File: config.mk
export PLATFORM = sky130hd
export DESIGN_NAME = bitmap_scan_popcount
export DESIGN_NICKNAME = d
export VERILOG_FILES = /design/src/rtl/core/bsp_pkg.sv /design/src/rtl/core/bsp_engine.sv /design/src/rtl/core/bitmap_scan_popcount.sv
export SDC_FILE = /design/constraint.sdc
export NUM_CORES = 2
export LEC_CHECK = 0
export BUFFER_PORTS_ARGS = -buffer_cell sky130_fd_sc_hd__buf_2
export CAP_MARGIN = 20
export CORE_ASPECT_RATIO = 0.75
export CORE_MARGIN = 3
export CORE_UTILIZATION = 35
export CTS_BUF_LIST = sky130_fd_sc_hd__clkbuf_16
export CTS_CLUSTER_SIZE = 30
export DETAILED_ROUTE_END_ITERATION = 7
export PLACE_DENSITY = 0.47
export SLEW_MARGIN = 20
export SYNTH_ARGS = -nofsm -noshare
export SYNTH_HDL_FRONTEND = slang
export SYNTH_SLANG_ARGS = --single-unit
File: constraint.sdc
create_clock -name clk -period 6.7 [get_ports clk]
set_input_delay 1.34 -clock clk [delete_from_list [all_inputs] [get_ports clk]]
set_output_delay 1.34 -clock clk [all_outputs]
set_load 0.005 [all_outputs]
File: src/rtl/core/bsp_pkg.sv
package bsp_pkg;

    localparam int VECTOR_BITS = 4096;
    localparam int STORE_BYTES = (VECTOR_BITS + 7) / 8;
    localparam int ADDR_W      = (STORE_BYTES > 1) ? $clog2(STORE_BYTES) : 1;
    localparam int LEN_W       = ($clog2(VECTOR_BITS + 1) > 13) ? $clog2(VECTOR_BITS + 1) : 13;

    localparam logic [1:0] OP_WRITE = 2'd0;
    localparam logic [1:0] OP_FIND  = 2'd1;
    localparam logic [1:0] OP_COUNT = 2'd2;

    typedef struct packed {
        logic [1:0]  opcode;
        logic [8:0]  byte_index;
        logic [7:0]  byte_value;
        logic [11:0] start_bit;
        logic [12:0] end_bit;
        logic        end_to_used;
    } req_t;

    typedef struct packed {
        logic        found;
        logic [11:0] bit_index;
        logic [12:0] pop_count;
    } rsp_t;

    typedef struct packed {
        logic idle;
        logic done;
    } eng_status_t;

    typedef enum logic [1:0] {
        ST_IDLE,
        ST_SCAN,
        ST_DONE
    } bsp_state_t;

    function automatic logic [7:0] byte_mask(input logic [2:0] lo, input logic [2:0] hi);
        logic [7:0] m;
        m = '0;
        for (int i = 0; i < 8; i++)
        begin
            m[i] = (3'(i) >= lo) && (3'(i) <= hi);
        end
        return m;
    endfunction

    function automatic logic [3:0] popcount8(input logic [7:0] b);
        logic [3:0] c;
        c = '0;
        for (int i = 0; i < 8; i++)
        begin
            c = c + 4'(b[i]);
        end
        return c;
    endfunction

    function automatic logic [2:0] lowest_set(input logic [7:0] b);
        logic [2:0] p;
        p = '0;
        for (int i = 7; i >= 0; i--)
        begin
            if (b[i])
            begin
                p = 3'(i);
            end
        end
        return p;
    endfunction

endpackage

File: src/rtl/core/bsp_engine.sv
module bsp_engine (
    input  logic                 clk,
    input  logic                 rst_n,
    input  logic                 start,
    input  bsp_pkg::req_t        req,
    input  logic [12:0]          bits_used,
    input  logic                 take,
    output bsp_pkg::eng_status_t status,
    output bsp_pkg::rsp_t        res
);
    import bsp_pkg::*;

    localparam logic [LEN_W-1:0] VEC_LEN = LEN_W'(VECTOR_BITS);

    bsp_state_t        state_reg, state_next;
    logic              pend_reg, pend_next;
    logic              issue_done_reg, issue_done_next;
    logic              op_find_reg, op_find_next;
    logic [ADDR_W-1:0] addr_reg, addr_next;
    logic [ADDR_W-1:0] dbyte_reg, dbyte_next;
    logic [ADDR_W-1:0] start_byte_reg, start_byte_next;
    logic [ADDR_W-1:0] last_byte_reg, last_byte_next;
    logic [2:0]        start_lo_reg, start_lo_next;
    logic [2:0]        last_hi_reg, last_hi_next;
    logic [LEN_W-1:0]  acc_reg, acc_next;
    rsp_t              res_reg, res_next;
    logic [7:0]        rd_data_reg;

    logic [7:0]        store_mem [STORE_BYTES];

    logic [LEN_W-1:0]  used_len, end_sel, end_len, limit, start_ext, last_pos;
    logic              is_scan, empty, wr_en;
    logic [2:0]        lo, hi;
    logic [7:0]        masked;
    logic              hit, at_last, scan_stop;
    logic [LEN_W-1:0]  acc_sum;

    always_comb
    begin
        used_len  = (LEN_W'(bits_used) > VEC_LEN) ? VEC_LEN : LEN_W'(bits_used);
        end_sel   = req.end_to_used ? LEN_W'(bits_used) : LEN_W'(req.end_bit);
        end_len   = (end_sel > VEC_LEN) ? VEC_LEN : end_sel;
        limit     = (req.opcode == OP_FIND) ? used_len : end_len;
        start_ext = LEN_W'(req.start_bit);
        empty     = (start_ext >= limit);
        last_pos  = limit - LEN_W'(1);
        is_scan   = (req.opcode == OP_FIND) || (req.opcode == OP_COUNT);
        wr_en     = (state_reg == ST_IDLE) && start && (req.opcode == OP_WRITE)
                    && (32'(req.byte_index) < 32'(STORE_BYTES));
    end

    // shared byte unit: mask, popcount and priority pick on one stored byte
    always_comb
    begin
        lo        = (dbyte_reg == start_byte_reg) ? start_lo_reg : 3'd0;
        at_last   = (dbyte_reg == last_byte_reg);
        hi        = at_last ? last_hi_reg : 3'd7;
        masked    = rd_data_reg & byte_mask(lo, hi);
        hit       = (masked != 8'd0);
        acc_sum   = acc_reg + LEN_W'(popcount8(masked));
        scan_stop = pend_reg && ((op_find_reg && hit) || at_last);
    end

    always_comb
    begin
        state_next = state_reg;
        unique case (state_reg)
            ST_IDLE:
            begin
                if (start)
                begin
                    state_next = (is_scan && !empty) ? ST_SCAN : ST_DONE;
                end
            end
            ST_SCAN:
            begin
                if (scan_stop)
                begin
                    state_next = ST_DONE;
                end
            end
            ST_DONE:
            begin
                if (take)
                begin
                    state_next = ST_IDLE;
                end
            end
            default:
            begin
                state_next = ST_IDLE;
            end
        endcase
    end

    always_comb
    begin
        pend_next       = 1'b0;
        issue_done_next = issue_done_reg;
        op_find_next    = op_find_reg;
        addr_next       = addr_reg;
        dbyte_next      = dbyte_reg;
        start_byte_next = start_byte_reg;
        last_byte_next  = last_byte_reg;
        start_lo_next   = start_lo_reg;
        last_hi_next    = last_hi_reg;
        acc_next        = acc_reg;
        res_next        = res_reg;
        unique case (state_reg)
            ST_IDLE:
            begin
                if (start)
                begin
                    op_find_next    = (req.opcode == OP_FIND);
                    start_byte_next = ADDR_W'(start_ext >> 3);
                    start_lo_next   = start_ext[2:0];
                    last_byte_next  = ADDR_W'(last_pos >> 3);
                    last_hi_next    = last_pos[2:0];
                    addr_next       = ADDR_W'(start_ext >> 3);
                    issue_done_next = 1'b0;
                    acc_next        = '0;
                    res_next        = '0;
                end
            end
            ST_SCAN:
            begin
                if (!issue_done_reg)
                begin
                    pend_next  = 1'b1;
                    dbyte_next = addr_reg;
                    if (addr_reg == last_byte_reg)
                    begin
                        issue_done_next = 1'b1;
                    end
                    else
                    begin
                        addr_next = addr_reg + ADDR_W'(1);
                    end
                end
                if (pend_reg)
                begin
                    if (op_find_reg)
                    begin
                        if (hit)
                        begin
                            res_next.found     = 1'b1;
                            res_next.bit_index = 12'({dbyte_reg, lowest_set(masked)});
                        end
                    end
                    else
                    begin
                        acc_next = acc_sum;
                        if (at_last)
                        begin
                            res_next.pop_count = 13'(acc_sum);
                        end
                    end
                end
            end
            ST_DONE:
            begin
            end
            default:
            begin
            end
        endcase
    end

    always_ff @(posedge clk or negedge rst_n)
    begin
        if (!rst_n)
        begin
            state_reg      <= ST_IDLE;
            pend_reg       <= 1'b0;
            issue_done_reg <= 1'b1;
        end
        else
        begin
            state_reg      <= state_next;
            pend_reg       <= pend_next;
            issue_done_reg <= issue_done_next;
        end
    end

    always_ff @(posedge clk)
    begin
        op_find_reg    <= op_find_next;
        addr_reg       <= addr_next;
        dbyte_reg      <= dbyte_next;
        start_byte_reg <= start_byte_next;
        last_byte_reg  <= last_byte_next;
        start_lo_reg   <= start_lo_next;
        last_hi_reg    <= last_hi_next;
        acc_reg        <= acc_next;
        res_reg        <= res_next;
    end

    always_ff @(posedge clk)
    begin
        if (wr_en)
        begin
            store_mem[ADDR_W'(req.byte_index)] <= req.byte_value;
        end
        rd_data_reg <= store_mem[addr_reg];
    end

    assign status.idle = (state_reg == ST_IDLE);
    assign status.done = (state_reg == ST_DONE);
    assign res         = res_reg;

endmodule

File: src/rtl/core/bitmap_scan_popcount.sv
// channel   direction  handshake              payload
// req       in         req_valid / req_ready  bsp_pkg::req_t
// rsp       out        rsp_valid / rsp_ready  bsp_pkg::rsp_t
// apb       in         psel, penable, pready  paddr, pwdata, prdata (bits_used at 0x0)
//
// Find or count: stored bytes are read and checked in turn, and the result is registered
// in the engine and then in the output register; a find stops at the byte holding the hit.
// One store read per cycle sets the pace. Write, unused opcode or empty range: no scan.
// req_ready is low while an item is in work; a waiting result in the output
// register does not block the next transfer until the following result is due.
// Reset clears control state and bits_used; store contents stay undefined until written.
module bitmap_scan_popcount (
    input  logic          clk,
    input  logic          rst_n,
    input  logic          req_valid,
    output logic          req_ready,
    input  bsp_pkg::req_t req,
    output logic          rsp_valid,
    input  logic          rsp_ready,
    output bsp_pkg::rsp_t rsp,
    input  logic          psel,
    input  logic          penable,
    input  logic          pwrite,
    input  logic [2:0]    paddr,
    input  logic [31:0]   pwdata,
    output logic [31:0]   prdata,
    output logic          pready
);
    import bsp_pkg::*;

    localparam logic [2:0] ADDR_BITS_USED = 3'h0;

    logic [12:0] bits_used_reg;
    logic        rsp_valid_reg, rsp_valid_next;
    rsp_t        rsp_reg, rsp_next;
    eng_status_t eng_status;
    rsp_t        eng_res;
    logic        start, take;

    assign pready    = 1'b1;
    assign prdata    = (paddr == ADDR_BITS_USED) ? 32'(bits_used_reg) : 32'd0;
    assign req_ready = eng_status.idle;
    assign start     = req_valid && req_ready;
    assign take      = eng_status.done && (!rsp_valid_reg || rsp_ready);

    always_ff @(posedge clk or negedge rst_n)
    begin
        if (!rst_n)
        begin
            bits_used_reg <= '0;
        end
        else if (psel && penable && pwrite && pready && (paddr == ADDR_BITS_USED))
        begin
            bits_used_reg <= pwdata[12:0];
        end
    end

    bsp_engine u_engine (
        .clk       (clk),
        .rst_n     (rst_n),
        .start     (start),
        .req       (req),
        .bits_used (bits_used_reg),
        .take      (take),
        .status    (eng_status),
        .res       (eng_res)
    );

    always_comb
    begin
        rsp_valid_next = rsp_valid_reg;
        rsp_next       = rsp_reg;
        if (take)
        begin
            rsp_valid_next = 1'b1;
            rsp_next       = eng_res;
        end
        else if (rsp_ready)
        begin
            rsp_valid_next = 1'b0;
        end
    end

    always_ff @(posedge clk or negedge rst_n)
    begin
        if (!rst_n)
        begin
            rsp_valid_reg <= 1'b0;
        end
        else
        begin
            rsp_valid_reg <= rsp_valid_next;
        end
    end

    always_ff @(posedge clk)
    begin
        rsp_reg <= rsp_next;
    end

    assign rsp_valid = rsp_valid_reg;
    assign rsp       = rsp_reg;

endmodule

======== After elaboration in Yosys (flattened, before gate mapping) ========
Memories as Yosys holds them, arrays and structs flattened. A register that Yosys moved wholly into a read port is not among the register bits.
Index checks and enable logic that the tools add are counted.
operators by class
  $add $sub $neg .......................... 10
  bitwise operators ....................... 2
  $lt $le $gt $ge ......................... 19
  equal/unequal tests ..................... 17
  reductions and logical operators ........ 37
  multiplexer cells ....................... 45
operator list
  cell                                                                     number
  13-bit 2-to-1 mux                                                        12
  26-bit 2-to-1 mux                                                        2
  26-bit one-hot mux with 2 select lines                                   1
  3-bit 2-to-1 mux                                                         10
  9-bit equality test                                                      3
  9-bit 2-to-1 mux                                                         3
  13-bit > comparator, second input constant                               2
  13-bit one-hot mux with 2 select lines                                   1
  4-bit by 1-bit adder with 4-bit output                                   6
  1-bit logical AND                                                        18
  9-bit one-hot mux with 2 select lines                                    1
  2-bit by 1-bit inequality test with 1-bit output, second input constant  7
  13-bit by 4-bit adder with 13-bit output                                 1
  12-bit by 13-bit greater-or-equal comparator with 1-bit output           1
  3-bit greater-or-equal comparator, first input constant                  4
  3-bit less-or-equal comparator, first input constant                     4
  12-bit by 1-bit subtractor with 12-bit output, second input constant     1
  5-bit AND reduction                                                      2
  9-bit by 1-bit adder with 9-bit output, second input constant            1
  1-bit 2-to-1 mux                                                         9
  8-bit AND                                                                1
  2-bit 2-to-1 mux                                                         4
  4-bit AND reduction                                                      2
  8-bit nonzero test                                                       1
  18 further kinds                                                         33
word-level totals
  output and inout bits ................... 61
  word-level logic and storage cells ...... 150
  memories kept ........................... 1
  memory bits (writable) .................. 4,096
  register bits ........................... 126
  input port bits ......................... 87
memories
  memory              depth  width  read ports  clocked after Yosys merged registers in  write ports  line              text
  u_engine.store_mem  512    8      1           1                                        1            bsp_engine.sv:29  logic [7:0] store_mem [STORE_BYTES];

======== Longest topological paths before layout ========
  depth after elaboration ................. 17
  mapped depth ............................ 22
  gate-level depth less buffers ........... 22

======== Cells and area by module ========
Synthesis repeated with hierarchy kept, for this count alone.
second synthesis, totals
  cell total of the unflattened synthesis .. 7,582
  area total of the unflattened synthesis .. 164,891.9 µm²
by module, submodules not included
  module                area an instance (µm²)  instances  cells an instance  sequential area each (µm²)
  bsp_engine            163,255.3               1          7,485              125,721.8
  bitmap_scan_popcount  1,636.6                 1          97                 1,131.1

======== Worst setup path before layout ========
No wires, ideal clock.
  path type ............................... register to register
  start ................................... register u_engine.last_byte_reg[1]
  end ..................................... register u_engine.acc_reg[7] (data pin)
  buffers on the path ..................... 0
  arrival ................................. 4,915 ps
  required time ........................... 6,430 ps
  path slack .............................. 1,515 ps
  setup time .............................. 270 ps
  period minus slack after synthesis ...... 5,185 ps
  stages on the path, launching flop included .. 22
  path through ............................ edfxtp_1 > xor2_1 > nor4_1 > nand4_1 > nor4_1 > nor2_1 > inv_1 > ha_1 > inv_1 > fa_1 > fa_1 > fa_1 > fa_1 > inv_1 > ha_1 > a21o_1 > a21oi_1 > nor2b_1 > o21ai_0 > nor2_1 > xnor2_1 > nor2_1
on the way
  longest elaborated chain between the ends .. 16
  elaborated cells on any way between the ends .. 30
  classes of those cells .................. 8 x add/sub; 8 x order compare; 1 x eq/ne; 4 x mux; 1 x bitwise; 8 x reduce/logical
ends and longest elaborated chain
  what                                                       line               text
  start, declared                                            bsp_engine.sv:22   logic [ADDR_W-1:0] last_byte_reg, last_byte_next;
  start signal, assigned                                     bsp_engine.sv:191  last_byte_reg <= last_byte_next;
  9-bit equality test (*)                                    bsp_engine.sv:56   at_last = (dbyte_reg == last_byte_reg);
  3-bit 2-to-1 mux (*)                                       bsp_engine.sv:57   hi = at_last ? last_hi_reg : 3'd7;
  1-bit by 3-bit less-or-equal comparator with 1-bit output  bsp_pkg.sv:43      m[i] = (3'(i) >= lo) && (3'(i) <= hi);
  1-bit logical AND                                          bsp_pkg.sv:43
  8-bit AND (*)                                              bsp_engine.sv:58   masked = rd_data_reg & byte_mask(lo, hi);
  1-bit by 1-bit adder with 2-bit output                     bsp_pkg.sv:53      c = c + 4'(b[i]);
  4-bit by 1-bit adder with 4-bit output (5 in series)       bsp_pkg.sv:53
  4-bit by 1-bit adder with 4-bit output (*)                 bsp_pkg.sv:53
  13-bit by 4-bit adder with 13-bit output (*)               bsp_engine.sv:60   acc_sum = acc_reg + LEN_W'(popcount8(masked));
  13-bit 2-to-1 mux (*)                                      bsp_engine.sv:142  if (op_find_reg)
  13-bit 2-to-1 mux (*)                                      bsp_engine.sv:140  if (pend_reg)
  13-bit one-hot mux with 2 select lines (*)                 bsp_engine.sv:109  unique case (state_reg)
  end signal, assigned                                       bsp_engine.sv:194  acc_reg <= acc_next;
  end, declared                                              bsp_engine.sv:25   logic [LEN_W-1:0] acc_reg, acc_next;
Every way passes the cells marked *; elsewhere a longest branch is shown, timed or not. The select of a mux whose other input is x is not followed.
A chain may end at the register's enable or synchronous reset.

======== Final worst setup path ========
  start ................................... register u_engine.dbyte_reg[1]
  end ..................................... register u_engine.res_reg (netlist bit u_engine.res[9]) (data pin)
on the way
  longest elaborated chain between the ends .. 17
  elaborated cells on any way between the ends .. 41
  classes of those cells .................. 8 x add/sub; 16 x order compare; 2 x eq/ne; 6 x mux; 1 x bitwise; 8 x reduce/logical
ends and longest elaborated chain
  what                                                                                                                                              line                                text
  start, declared                                                                                                                                   bsp_engine.sv:20                    logic [ADDR_W-1:0] dbyte_reg, dbyte_next;
  start signal, assigned                                                                                                                            bsp_engine.sv:189                   dbyte_reg <= dbyte_next;
  9-bit equality test, on equally long branches                                                                                                     bsp_engine.sv:55, bsp_engine.sv:56
  3-bit 2-to-1 mux, on equally long branches                                                                                                        bsp_engine.sv:55, bsp_engine.sv:57
  1-bit by 3-bit greater-or-equal comparator with 1-bit output / 1-bit by 3-bit less-or-equal comparator with 1-bit output (equally long branches)  bsp_pkg.sv:43
  1-bit logical AND                                                                                                                                 bsp_pkg.sv:43
  8-bit AND (*)                                                                                                                                     bsp_engine.sv:58
  1-bit by 1-bit adder with 2-bit output                                                                                                            bsp_pkg.sv:53
  4-bit by 1-bit adder with 4-bit output (5 in series)                                                                                              bsp_pkg.sv:53
  4-bit by 1-bit adder with 4-bit output (*)                                                                                                        bsp_pkg.sv:53
  13-bit by 4-bit adder with 13-bit output (*)                                                                                                      bsp_engine.sv:60
  13-bit 2-to-1 mux (*)                                                                                                                             bsp_engine.sv:153                   if (at_last)
  13-bit 2-to-1 mux (*)                                                                                                                             bsp_engine.sv:142
  26-bit 2-to-1 mux (*)                                                                                                                             bsp_engine.sv:140
  26-bit one-hot mux with 2 select lines (*)                                                                                                        bsp_engine.sv:109
  end signal, assigned                                                                                                                              bsp_engine.sv:195                   res_reg <= res_next;
  end, declared                                                                                                                                     bsp_engine.sv:26                    rsp_t res_reg, res_next;
Marked as above.

==> key figures <==
Status
  • Outcome: finished clean

Synthesis
  • Synth area leader: edfxtp_1
  • Synth cell types: 90
  • Synth top area share: 0.763
  • Post-synthesis sequential area ratio: 0.767
  • Post-Syn Instances: roughly 7900
  • Flops & latches, synth: 4230
  • Number of synthesized flops with an enable pin: 4204
  • Mapped Avg Cell Area: between 20 and 25 um2
  • YS warnings: 0
  • Main area contributors after synthesis: edfxtp_1 (76%), mux4_2 (12%), mux2i_1 (2.0%)
  • Top_reg_cell synth: edfxtp_1
  • Synthesized area: ~170000 um2
  • Post-synth ARST share: 0.00426

STA
  • Final Hold Viols: 0
  • Total negative slack: 0 ns
  • Hold slack: ~0.35 ns
  • RSZ-0062 raised after global routing: no
  • Slew Limit Headroom: 0.152
  • Setup Skew: between 0.04 and 0.05 ns
  • Fin crit period: slightly below 6 ns
  • Worst-margin pin slew: between 1 and 1.5 ns
  • Fmax: between 150 and 200 MHz
  • Fin crit share: 0.865
  • Number of max-slew violations in the final report: 0
  • Setup-failing EPs final: 0

Clock network
  • CTS max path bufs: 4
  • Post-CTS Resized: 0
  • Clock-pin slew on the worst setup and hold paths: around 0.06 ns
  • Num CTS Buffers: roughly 410
  • H-tree depth: 5
  • Worst skew pair latency: slightly below 1 ns
  • Cts hold-fix bufs: 0
  • Post-CTS Setup Bufs: 0
  • # clock sinks: 4230
  • Root cell of the clock tree: clkbuf_16
  • CTS tree: done

Layout
  • Final core occ: 0.401
  • Layout cell share with drive strength beyond 1: 0.227
  • Finished layout cell area: 188000 um2
  • Most frequent cells in the layout: edfxtp_1 (4204), mux4_2 (874), nor2_1 (584)
  • Nets: 8388
  • Fillcell total: between 40000 and 50000
  • Commonest non-fill, non-tap cell in the layout: edfxtp_1
  • Area growth syn-to-layout: 13.5%
  • Finished Layout Cells: 14900
  • Max reg flops: roughly 4100

Routing
  • Vias: ~85000
  • DR vias/cell: 5.71
  • Routed Antenna Nets: 0
  • Wire length per cell: around 36 um
  • WL final: about 530000 um
  • # DRC: 0
  • First-pass DRT Iterations: 7
  • DRT iter0 DRCs: between 10000 and 15000

Place
  • DP HPWL: roughly 320000 um
  • Placer Congestion: about 0.84
  • Area after DPL: between 150000 and 200000 um2
  • Port bufs: around 110
  • Placed Cells: between 10000 and 15000

Global route
  • Total gr overflow: 0
  • Initial antenna violation count: 65
  • Largest net degree at the start of global routing: about 180
  • First-pass GRT wire length: a little over 700000 um
  • Gr usage total: 0.216
  • Vias in the first global route: ~84000

Run
  • MaxCap Viol Count: 0

Floorplan
  • Top-level I/O count: 148
  • # rows: approximately 220
  • Die height: between 600 and 700 um
  • Core Region: 468000 um2
  • Die width: around 800 um
  • DIE AREA: 481000 um2
  • Initial Util: 0.353

Critical path
  • Kind of critical path: reg2reg
  • R2R Setup Slk: between 0.9 and 1 ns
  • R2r startpoint: u_engine.dbyte_reg[1]
  • Worst Path Arrival: around 6.5 ns
  • Reg-to-Reg End: u_engine.res[9]
  • CP Capture Type: flip-flop
  • Req. time, crit path: ~7.4 ns
  • Worst setup startpoint: u_engine.dbyte_reg[1]
  • Reg2reg path depth: 22
  • Worst Setup Start Kind: flip-flop
  • CP Max Fanout: 9

Pwr
  • Worst IR Drop VDD: 379 uV
  • Leakage: ~59 nW
  • Power Dens Cells: 419 nW/um2

Min path
  • Tightest Hold Check Type: in2async
layer usage:
layer  wire length [um]  vias up  GRT usage
li1                   -    33800          -
met1             234000    46700      0.326
met2             238000     3821      0.323
met3              45100      625     0.0431
met4              11500       14     0.0481
met5                 93        -          0
cell type report:
cell class	count	area, um2	share of cell area
Inverter	33	136	0.000727
Sequential cell	4230	127000	0.676
Antenna cell	20	50.0	0.000267
Multi-Input combinational cell	3180	35800	0.191
Clock buffer	423	10600	0.0564
Timing Repair Buffer	414	3830	0.0204
Clock inverter	322	2660	0.0142
Tap cell	6241	7810	0.0416
per-stage QoR:
stage / power (mW) / setup slack (ns)
2_1_floorplan: 44.3 / 1.52
3_3_place_gp: 55.9 / 0.696
3_5_place_dp: 55.9 / 0.897
4_1_cts: 79.1 / 0.875
5_1_grt: 81.0 / 0.425
6_report: 78.6 / 0.903
cell families after synthesis:
logic type | share of synthesized area
buf+inv | 0.0191
simple gates | 0.0270
xor+xnor | 0.00281
compound gates | 0.0335
mux | 0.148
other cells | 0.0000454
fa+ha+maj | 0.00242
flops | 0.767
worst max-delay path, stage by stage, from the launching register on:
cell,delay [ns]
edfxtp_1,0.45
xor2_1,0.18
nor4_1,0.31
nand4_1,0.39
nor4_1,0.33
nor2_1,0.14
inv_1,0.10
ha_1,0.24
inv_1,0.08
fa_1,0.43
fa_1,0.46
fa_1,0.44
fa_1,0.56
inv_1,0.07
ha_1,0.28
a21o_1,0.18
a21oi_1,0.20
nor2b_1,0.09
o21ai_0,0.16
buf_4,0.17
nor2_1,0.06
xnor2_1,0.14
nor2_1,0.08
worst max path at each step:
stage	end	slack [ns]	cells after the start
finish	u_engine.res[9]	0.90	22
global route	u_engine.res[9]	0.42	22
CTS	u_engine.res[9]	0.88	22
detailed placement	u_engine.acc_reg[9]	0.90	22
global placement	u_engine.acc_reg[7]	0.70	22
floorplan	u_engine.acc_reg[7]	1.52	21
synth_stat cells (all sizes together), types with 9 or more instances:
cell type     n
a22oi       146
a221oi       72
edfxtp     4204
nor3         28
o211ai       10
mux2i       327
a211o        10
nor2b        20
nand2       201
clkbuf      194
mux4        920
and2         37
nand2b       12
a21oi       138
nand3        49
o22ai        38
ha           24
mux2         32
dfrtp        17
a31oi        24
nand4        22
xor2         27
and3         14
nor3b        10
a211oi       38
buf         306
a22o         41
a2111oi      13
inv          30
o221ai       82
nor4         23
o21ai        76
a21o          9
nor2        591
xnor2        26
power breakdown:
| group | internal, mW | switching, mW | total (mW) | leakage [nW] |
|---|---|---|---|---|
| combinational | 8.99 | 16.5 | 25.5 | 13.6 |
| clock | 13.2 | 10.1 | 23.3 | 6.83 |
| sequential | 29.5 | 0.303 | 29.8 | 38.1 |
Power figures use the tool's default switching activity.
